### src/rtl/mfd_pkg.sv
// Shared types and constants for the motor fast fault detector.
// No dependencies.
package mfd_pkg;

	localparam int CUR_W   = 16;
	localparam int VOLT_W  = 16;
	localparam int ENC_W   = 8;
	localparam int CFG_W   = 16;
	localparam int CFG_IDX_W = 3;

	typedef logic [2:0] fault_t;

	localparam fault_t FAULT_CLEAR = 3'd0;
	localparam fault_t FAULT_OC    = 3'd1;
	localparam fault_t FAULT_OV    = 3'd2;
	localparam fault_t FAULT_UV    = 3'd3;
	localparam fault_t FAULT_ENC   = 3'd4;

	typedef logic [CFG_IDX_W-1:0] cfg_idx_t;

	localparam cfg_idx_t REG_OC_LIMIT  = 3'd0;
	localparam cfg_idx_t REG_OV_LIMIT  = 3'd1;
	localparam cfg_idx_t REG_UV_LIMIT  = 3'd2;
	localparam cfg_idx_t REG_CONFIRM   = 3'd3;
	localparam cfg_idx_t REG_ENC_LIMIT = 3'd4;

	typedef struct packed {
		logic signed [CUR_W-1:0] current_u;
		logic signed [CUR_W-1:0] current_v;
		logic signed [CUR_W-1:0] current_w;
		logic [VOLT_W-1:0]       bus_voltage;
		logic [ENC_W-1:0]        encoder_errors;
	} sample_t;

endpackage

### src/rtl/motor_fast_fault_detector_top.sv
// Path: a sample is held in the input register, evaluated, and its fault word held in the result register until taken.
// Throughput: one sample word per cycle while sample_stall is low; evaluation is a single pass of compares
// and saturating counter increments between the input register and the result register.
// Reset (arst_n low, async): pipeline empty, voltage counters zero, limits at
// their defaults (oc 32768, ov 65535, uv 0, confirm 20, encoder 255).
// Depends on mfd_pkg.
module motor_fast_fault_detector_top #(
	parameter int COUNT_WIDTH = 16
) (
	input  logic                               clk,
	input  logic                               arst_n,
	input  logic                               cfg_we,
	input  mfd_pkg::cfg_idx_t                  cfg_index,
	input  logic [mfd_pkg::CFG_W-1:0]          cfg_wdata,
	input  logic                               sample_valid,
	output logic                               sample_stall,
	input  logic signed [mfd_pkg::CUR_W-1:0]   current_u,
	input  logic signed [mfd_pkg::CUR_W-1:0]   current_v,
	input  logic signed [mfd_pkg::CUR_W-1:0]   current_w,
	input  logic [mfd_pkg::VOLT_W-1:0]         bus_voltage,
	input  logic [mfd_pkg::ENC_W-1:0]          encoder_errors,
	output logic                               fault_valid,
	input  logic                               fault_stall,
	output mfd_pkg::fault_t                    fault_code
);
	import mfd_pkg::*;

	localparam int CMP_W = (COUNT_WIDTH > CFG_W) ? COUNT_WIDTH : CFG_W;

	logic [CFG_W-1:0] oc_limit_q;
	logic [CFG_W-1:0] ov_limit_q;
	logic [CFG_W-1:0] uv_limit_q;
	logic [CFG_W-1:0] confirm_q;
	logic [ENC_W-1:0] enc_limit_q;

	logic [COUNT_WIDTH-1:0] ov_count_q;
	logic [COUNT_WIDTH-1:0] uv_count_q;

	sample_t smp_s1;
	logic    valid_s1;
	fault_t  code_s2;
	logic    valid_s2;

	logic s2_ready;
	logic s1_move;

	logic [CUR_W:0] mag_u, mag_v, mag_w;
	logic oc_hit, ov_out, uv_out, ov_hit, uv_hit, enc_hit;
	logic [COUNT_WIDTH-1:0] ov_next, uv_next;
	fault_t code_c;

	// config write port
	always_ff @(posedge clk or negedge arst_n) begin
		if (!arst_n) begin
			oc_limit_q  <= 16'd32768;
			ov_limit_q  <= 16'd65535;
			uv_limit_q  <= 16'd0;
			confirm_q   <= 16'd20;
			enc_limit_q <= 8'd255;
		end else if (cfg_we) begin
			unique case (cfg_index)
				REG_OC_LIMIT:  oc_limit_q  <= cfg_wdata;
				REG_OV_LIMIT:  ov_limit_q  <= cfg_wdata;
				REG_UV_LIMIT:  uv_limit_q  <= cfg_wdata;
				REG_CONFIRM:   confirm_q   <= cfg_wdata;
				REG_ENC_LIMIT: enc_limit_q <= cfg_wdata[ENC_W-1:0];
				default: ;
			endcase
		end
	end

	// flow control
	assign s2_ready     = !valid_s2 || !fault_stall;
	assign s1_move      = valid_s1 && s2_ready;
	assign sample_stall = valid_s1 && !s2_ready;

	always_ff @(posedge clk or negedge arst_n) begin
		if (!arst_n) begin
			valid_s1 <= 1'b0;
		end else if (!sample_stall) begin
			valid_s1 <= sample_valid;
		end
	end

	always_ff @(posedge clk) begin
		if (sample_valid && !sample_stall) begin
			smp_s1.current_u      <= current_u;
			smp_s1.current_v      <= current_v;
			smp_s1.current_w      <= current_w;
			smp_s1.bus_voltage    <= bus_voltage;
			smp_s1.encoder_errors <= encoder_errors;
		end
	end

	// exact 17-bit magnitude, so -32768 gives 32768
	function automatic logic [CUR_W:0] mag17(input logic signed [CUR_W-1:0] x);
		logic [CUR_W:0] sx;
		sx = {x[CUR_W-1], x};
		return x[CUR_W-1] ? (~sx + 1'b1) : sx;
	endfunction

	function automatic logic [COUNT_WIDTH-1:0] sat_up(input logic [COUNT_WIDTH-1:0] c);
		return (&c) ? c : c + 1'b1;
	endfunction

	always_comb begin
		mag_u  = mag17(smp_s1.current_u);
		mag_v  = mag17(smp_s1.current_v);
		mag_w  = mag17(smp_s1.current_w);
		oc_hit = (mag_u > {1'b0, oc_limit_q}) || (mag_v > {1'b0, oc_limit_q}) ||
			(mag_w > {1'b0, oc_limit_q});

		ov_out  = smp_s1.bus_voltage > ov_limit_q;
		uv_out  = smp_s1.bus_voltage < uv_limit_q;
		ov_next = ov_out ? sat_up(ov_count_q) : '0;
		uv_next = uv_out ? sat_up(uv_count_q) : '0;
		ov_hit  = ov_out && (CMP_W'(ov_next) >= CMP_W'(confirm_q));
		uv_hit  = uv_out && (CMP_W'(uv_next) >= CMP_W'(confirm_q));
		enc_hit = smp_s1.encoder_errors >= enc_limit_q;

		priority if (oc_hit) begin
			code_c = FAULT_OC;
		end else if (ov_hit) begin
			code_c = FAULT_OV;
		end else if (uv_hit) begin
			code_c = FAULT_UV;
		end else if (enc_hit) begin
			code_c = FAULT_ENC;
		end else begin
			code_c = FAULT_CLEAR;
		end
	end

	// overcurrent leaves both counters; overvoltage confirm skips the uv update
	always_ff @(posedge clk or negedge arst_n) begin
		if (!arst_n) begin
			ov_count_q <= '0;
			uv_count_q <= '0;
		end else if (s1_move && !oc_hit) begin
			ov_count_q <= ov_next;
			if (!ov_hit) begin
				uv_count_q <= uv_next;
			end
		end
	end

	always_ff @(posedge clk or negedge arst_n) begin
		if (!arst_n) begin
			valid_s2 <= 1'b0;
		end else if (s2_ready) begin
			valid_s2 <= valid_s1;
		end
	end

	always_ff @(posedge clk) begin
		if (s1_move) begin
			code_s2 <= code_c;
		end
	end

	assign fault_valid = valid_s2;
	assign fault_code  = code_s2;

endmodule

### config.mk
export PLATFORM = sky130hd
export DESIGN_NAME = motor_fast_fault_detector_top
export DESIGN_NICKNAME = d
export VERILOG_FILES = /design/src/rtl/mfd_pkg.sv /design/src/rtl/motor_fast_fault_detector_top.sv
export SDC_FILE = /design/constraint.sdc
export NUM_CORES = 1
export LEC_CHECK = 0
export ABC_AREA = 1
export BUFFER_PORTS_ARGS = -buffer_cell sky130_fd_sc_hd__buf_2
export CAP_MARGIN = 30
export CORE_MARGIN = 2
export CORE_UTILIZATION = 55
export DETAILED_ROUTE_END_ITERATION = 8
export GPL_ROUTABILITY_DRIVEN = 0
export PLACE_DENSITY = 0.75
export SLEW_MARGIN = 20
export SYNTH_ARGS = -nofsm -noshare
export SYNTH_HDL_FRONTEND = slang
export SYNTH_SLANG_ARGS = --single-unit
export TNS_END_PERCENT = 30
### constraint.sdc
create_clock -name clk -period 7.4 [get_ports clk]
set_clock_uncertainty 0.15 [all_clocks]
set_input_delay 0.37 -clock clk [delete_from_list [all_inputs] [get_ports clk]]
set_output_delay 0.37 -clock clk [all_outputs]
set_load 0.03 [all_outputs]
======== Word-level counts from Yosys, hierarchy flattened ========
Cells that the tools add are included.
storage, ports and cells
  output and inout port bits .............. 5
  register bits ........................... 181
  word-level logic and storage cells ...... 71
  bits of input ports ..................... 96
operators by class
  $lt $le $gt $ge ......................... 8
  mux-type cells .......................... 10
  $add $sub $neg .......................... 5
  equal/unequal tests ..................... 4
  reductions and logical operators ........ 24
  bitwise gates (word level) .............. 4
operators by type and width
  kind                   count
  $mux 16                4
  $add 17x1->17 const B  3
  $gt 17x16->1           3
  $mux 17                3
  $not 17->17            3
  $add 16x1->16 const B  2
  $ge 16x16->1           2
  $reduce_and 16->1      2
  $gt 16x16->1           1
  $lt 16x16->1           1
  $reduce_and 2->1       6
  $ge 8x8->1             1
  $eq 3x2->1 const B     2
  $logic_and 1x1->1      6
  $logic_not 1->1        5
  $mux 2                 2
  $eq 3x1->1 const B     1
  $eq 3x3->1 const B     1
  $logic_not 3->1        1
  $logic_or 1x1->1       3
  $mux 3                 1
  $reduce_or 3->1        1
  $not 1->1              1

======== Logic depth before layout (Yosys ltp) ========
  word-level depth ........................ 9
  depth in mapped cells ................... 27
  mapped depth without buffers ............ 26

======== Worst setup path before layout ========
Ideal clock, no wire load.
  path kind ............................... register to register
  from .................................... register ov_limit_q[15]
  to ...................................... register code_s2[0] (netlist: fault_code[0]) (data pin)
  path buffers ............................ 2
  clock period less this slack ............ 3.521 ns
  arrival time ............................ 3.118 ns
  slack ................................... 3.879 ns
  cell stages (with the launch flop) ...... 20
  setup time .............................. 0.254 ns
  data required time ...................... 6.996 ns
  cells stage by stage .................... dfstp_2 inv_1 ha_1 nand2_1 nor4_2 nand3_1 nand2_2 inv_2 o21ai_1 inv_1 ha_1 nand2_1 nor4_1 nand2_1 nand3_1 nand3_2 buf_6 buf_6 nand4_1 nand2_1
on the way
  longest elaborated chain between the ends .. 5
ends and longest elaborated chain
  item                    line                                  source
  start, declared         motor_fast_fault_detector_top.sv:31   logic [CFG_W-1:0] ov_limit_q;
  start signal, assigned  motor_fast_fault_detector_top.sv:63   REG_OV_LIMIT: ov_limit_q <= cfg_wdata;
  $gt 16x16->1            motor_fast_fault_detector_top.sv:113  ov_out = smp_s1.bus_voltage > ov_limit_q;
  $mux 16                 motor_fast_fault_detector_top.sv:115  ov_next = ov_out ? sat_up(ov_count_q) : '0;
  via ov_next[15]         motor_fast_fault_detector_top.sv:49   logic [COUNT_WIDTH-1:0] ov_next, uv_next;
  $ge 16x16->1            motor_fast_fault_detector_top.sv:117  ov_hit = ov_out && (CMP_W'(ov_next) >= CMP_W'(confirm_q));
  $logic_and 1x1->1       motor_fast_fault_detector_top.sv:117
  $mux 2                  motor_fast_fault_detector_top.sv:123  end else if (ov_hit) begin
  end signal, assigned    motor_fast_fault_detector_top.sv:157  code_s2 <= code_c;
  end, declared           motor_fast_fault_detector_top.sv:41   fault_t code_s2;
The timed path passes the listed nets, and every way through them passes these cells.
A chain may end at the register's enable or synchronous reset.

======== Worst setup path in the final report ========
  from .................................... register ov_limit_q[15]
  to ...................................... register uv_count_q[5]
on the way
  longest elaborated chain between the ends .. 6
ends and longest elaborated chain
  item                               line                                  source
  $gt 16x16->1                       motor_fast_fault_detector_top.sv:113
  $mux 16                            motor_fast_fault_detector_top.sv:115
  via ov_next[15]                    motor_fast_fault_detector_top.sv:49
  $ge 16x16->1                       motor_fast_fault_detector_top.sv:117
  $logic_and 1x1->1                  motor_fast_fault_detector_top.sv:117
  $not 1->1 (no source line)         -
  $reduce_and 2->1 (no source line)  -
  end signal, assigned               motor_fast_fault_detector_top.sv:142  uv_count_q <= uv_next;
  end, declared                      motor_fast_fault_detector_top.sv:37   logic [COUNT_WIDTH-1:0] uv_count_q;
The timed path passes the listed nets, and every way through them passes these cells.

==> impl_results.md <==
* Synth unique cells at 44
* Layout Nets at 1715
* Clk root buf: clkbuf_16
* Die Ht at 148 um
* Crit path max fanout at 20
* Cts repair resizes at 0
* Core Area at 20300 um^2
* Actual slew at the worst max-slew pin at 0.885 ns
* P&R area growth vs syn at 17.5%
* Via count at 9353
* DR DRC count at 0
* Post-CTS Setup Bufs at 0
* Top_reg_cell synth: dfrtp_1
* Pre-Repair DR Iteration Count at 7
* Crit share post-route at 58.4%
* CP endpoint kind: register
* Die width at 148 um
* Starting density of the core at 56.1%
* Peak Freq at 0.232 GHz
* Initial antenna violation count at 0
* CTS tree: done
* Final Hold Viols at 0
* Clk Latency, worst-skew pair at 0.44 ns
* Drt wl/cell at 15.0 um
* Worst stage delay on the critical path at 0.53 ns
* Critical Path AT at 4.54 ns
* DR iter-0 viols at 590
* Synth Area per Inst at 8.59 um^2
* Row Count at 52
* Worst EP required at 7.62 ns
* Vias in the first global route at 9015
* PwrDens at 219 nW/um^2
* Hold WS at 0.0271 ns
* Synth Instances at 1327
* GRT Util Overall at 25.0%
* First-pass GRT wire length at 43300 um
* Final-report setup violation count at 0
* Pins Over Slew Limit at 0
* Cell breakdown of the critical path: inv_1, ha_1, nand2_1, nor4_2, nand3_1, nand2_2, inv_2, o21ai_1, inv_1, ha_1, nand2_1, nor4_1, nand2_1, nand3_1, nand3_2, nand3_4, nand2_1, nand2_1
* Layout Utilization at 66.0%
* WS Path Type: reg2reg
* # hold bufs at CTS at 73
* RSZ-0062 raised after global routing: false
* Startpoint types: register
* Detail Placement HPWL at 18800 um
* Yosys top cell area share at 19.8%
* Slowest stage cell, crit path: dfstp_2
* IO Port Bufs at 100
* Peak supply drop at 0.158 mV
* Largest net degree at the start of global routing at 73
* Clk slew on worst S/H paths at 0.07 ns
* H-Tree Depth at 4
* Diodes inserted at 0
* Netlist Area Pre-Place at 11400 um^2
* Setup Total Neg Slack at 0 ns
* Die area at 21900 um^2
* Slew margin rel. at 41.0%
* Flops & latches, synth at 181
* Worst hold path type: in2reg
* Register area share after synthesis at 43.3%
* Post-synth ARST share at 58.6%
* Vias per inst at 5.26
* Outcome: completed
* CTS buffer count at 17
* Overflow after GRT at 0
* Count leader, synth: nand2_1
* Ports at 101
* Max-cap violations at 0
* Most frequent CP cell: nand2_1
* Clock Path Buffers at 2
* Yosys top cell by area: edfxtp_1
* Post-DRT Antenna Nets at 0
* Sink Count at 181
* Ys Warns at 0
* Post-synth top cells: nand2_1 (320), inv_1 (179), ha_1 (124)
* Leak at 0.00644 uW
* Layout cells sized above 1 at 14.9%
* Drt total wl at 26700 um
* Final Critical Period at 4.32 ns
* Syn_nets at 1547
* Ranking of synthesized cells by area: edfxtp_1 (20%), dfrtp_1 (17%), ha_1 (14%)
* Post-synth EDFFs at 75
layer usage:
layer | wire length (um) | track usage, % | vias up
li1 | - | - | 4702
met4 | 452 | 7.00 | 0
met1 | 11900 | 32.4 | 4355
met2 | 13000 | 43.2 | 258
met3 | 1340 | 4.78 | 38
met5 | 0 | 0 | -
worst paths after layout:
path / endpoint / from / cells after the start / slack (ns)
worst min-delay path: fault_valid / fault_stall / 3 / 0.03
worst max register to register: uv_count_q[5] / ov_limit_q[15] / 18 / 3.08
worst min register to register: oc_limit_q[11] / oc_limit_q[11] / 2 / 0.34
worst max-delay path: uv_count_q[5] / ov_limit_q[15] / 18 / 3.08
max in group asynchronous: confirm_q[15] / arst_n / 3 / 5.56
min in group asynchronous: uv_limit_q[11] / arst_n / 2 / 0.29
final cells by class:
class / instances / area, um^2
clock inverters: 12 / 95.1
flip-flops and latches: 181 / 4940
clock buffers: 20 / 447
inverters: 186 / 698
well taps: 270 / 338
multi-input cells: 930 / 5580
fillers: 1626 / 6900
repair buffers: 179 / 1300
registers in the layout, summed over array words and instances, names as in the netlist:
register / cells
uv_limit_q: 16
ov_limit_q: 16
confirm_q: 16
enc_limit_q: 8
fault_valid: 1
oc_limit_q: 16
valid_s1: 1
ov_count_q: 16
uv_count_q: 16
smp_s1: 72
fault_code: 3
cells by family (layout without fill, tap and decap cells):
family / count (synthesis) / after routing / synth area share, %
AOI/OAI and AO/OA: 185 / 185 / 8.79
xor gates and xnor gates: 59 / 59 / 4.53
and+or+nand+nor: 562 / 562 / 22.0
adders and majority gates: 124 / 124 / 13.6
DFF: 181 / 181 / 43.3
buffers and inverters: 216 / 397 / 7.68
critical path: cells and delay by family (launching register included):
family                   cells  cell delay [ns]
buffers and inverters        3             0.26
flip-flops                   1             0.53
AND/OR/NAND/NOR             12             2.51
AO/OA/AOI/OAI                1             0.17
adder cells (fa/ha/maj)      2             0.62
stage by stage:
stage                     std cells  total power (uW)  cell area (um^2)  setup WS [ns]
after floorplan                1327              1860             11400           3.88
after global placement         1670              2030             12100           3.40
after detailed placement       1671              2070             12100           3.19
after CTS                      1776              2940             13400           3.11
after global routing           1778              3120             13400           2.76
final                          1778              2940             13400           3.08
report_power, final:
part / switching [uW] / total, uW / internal (uW)
Combinational: 508 / 818 / 310
Clock: 398 / 842 / 444
Sequential: 85.7 / 1280 / 1190
Total: 992 / 2940 / 1950
cells in the final DEF, fill, tap and decap left out, types with 46 or more instances in the layout:
cell type,Yosys,routed
buf_2,1,99
dfrtp_1,79,79
nor2_1,97,97
nand3_1,46,46
dlygate4sd3_1,0,73
inv_1,179,178
edfxtp_1,75,75
nand2_1,320,320
ha_1,124,124
a21oi_1,55,55
o21ai_0,94,94
No activity file was read; power rests on OpenSTA's default activity.
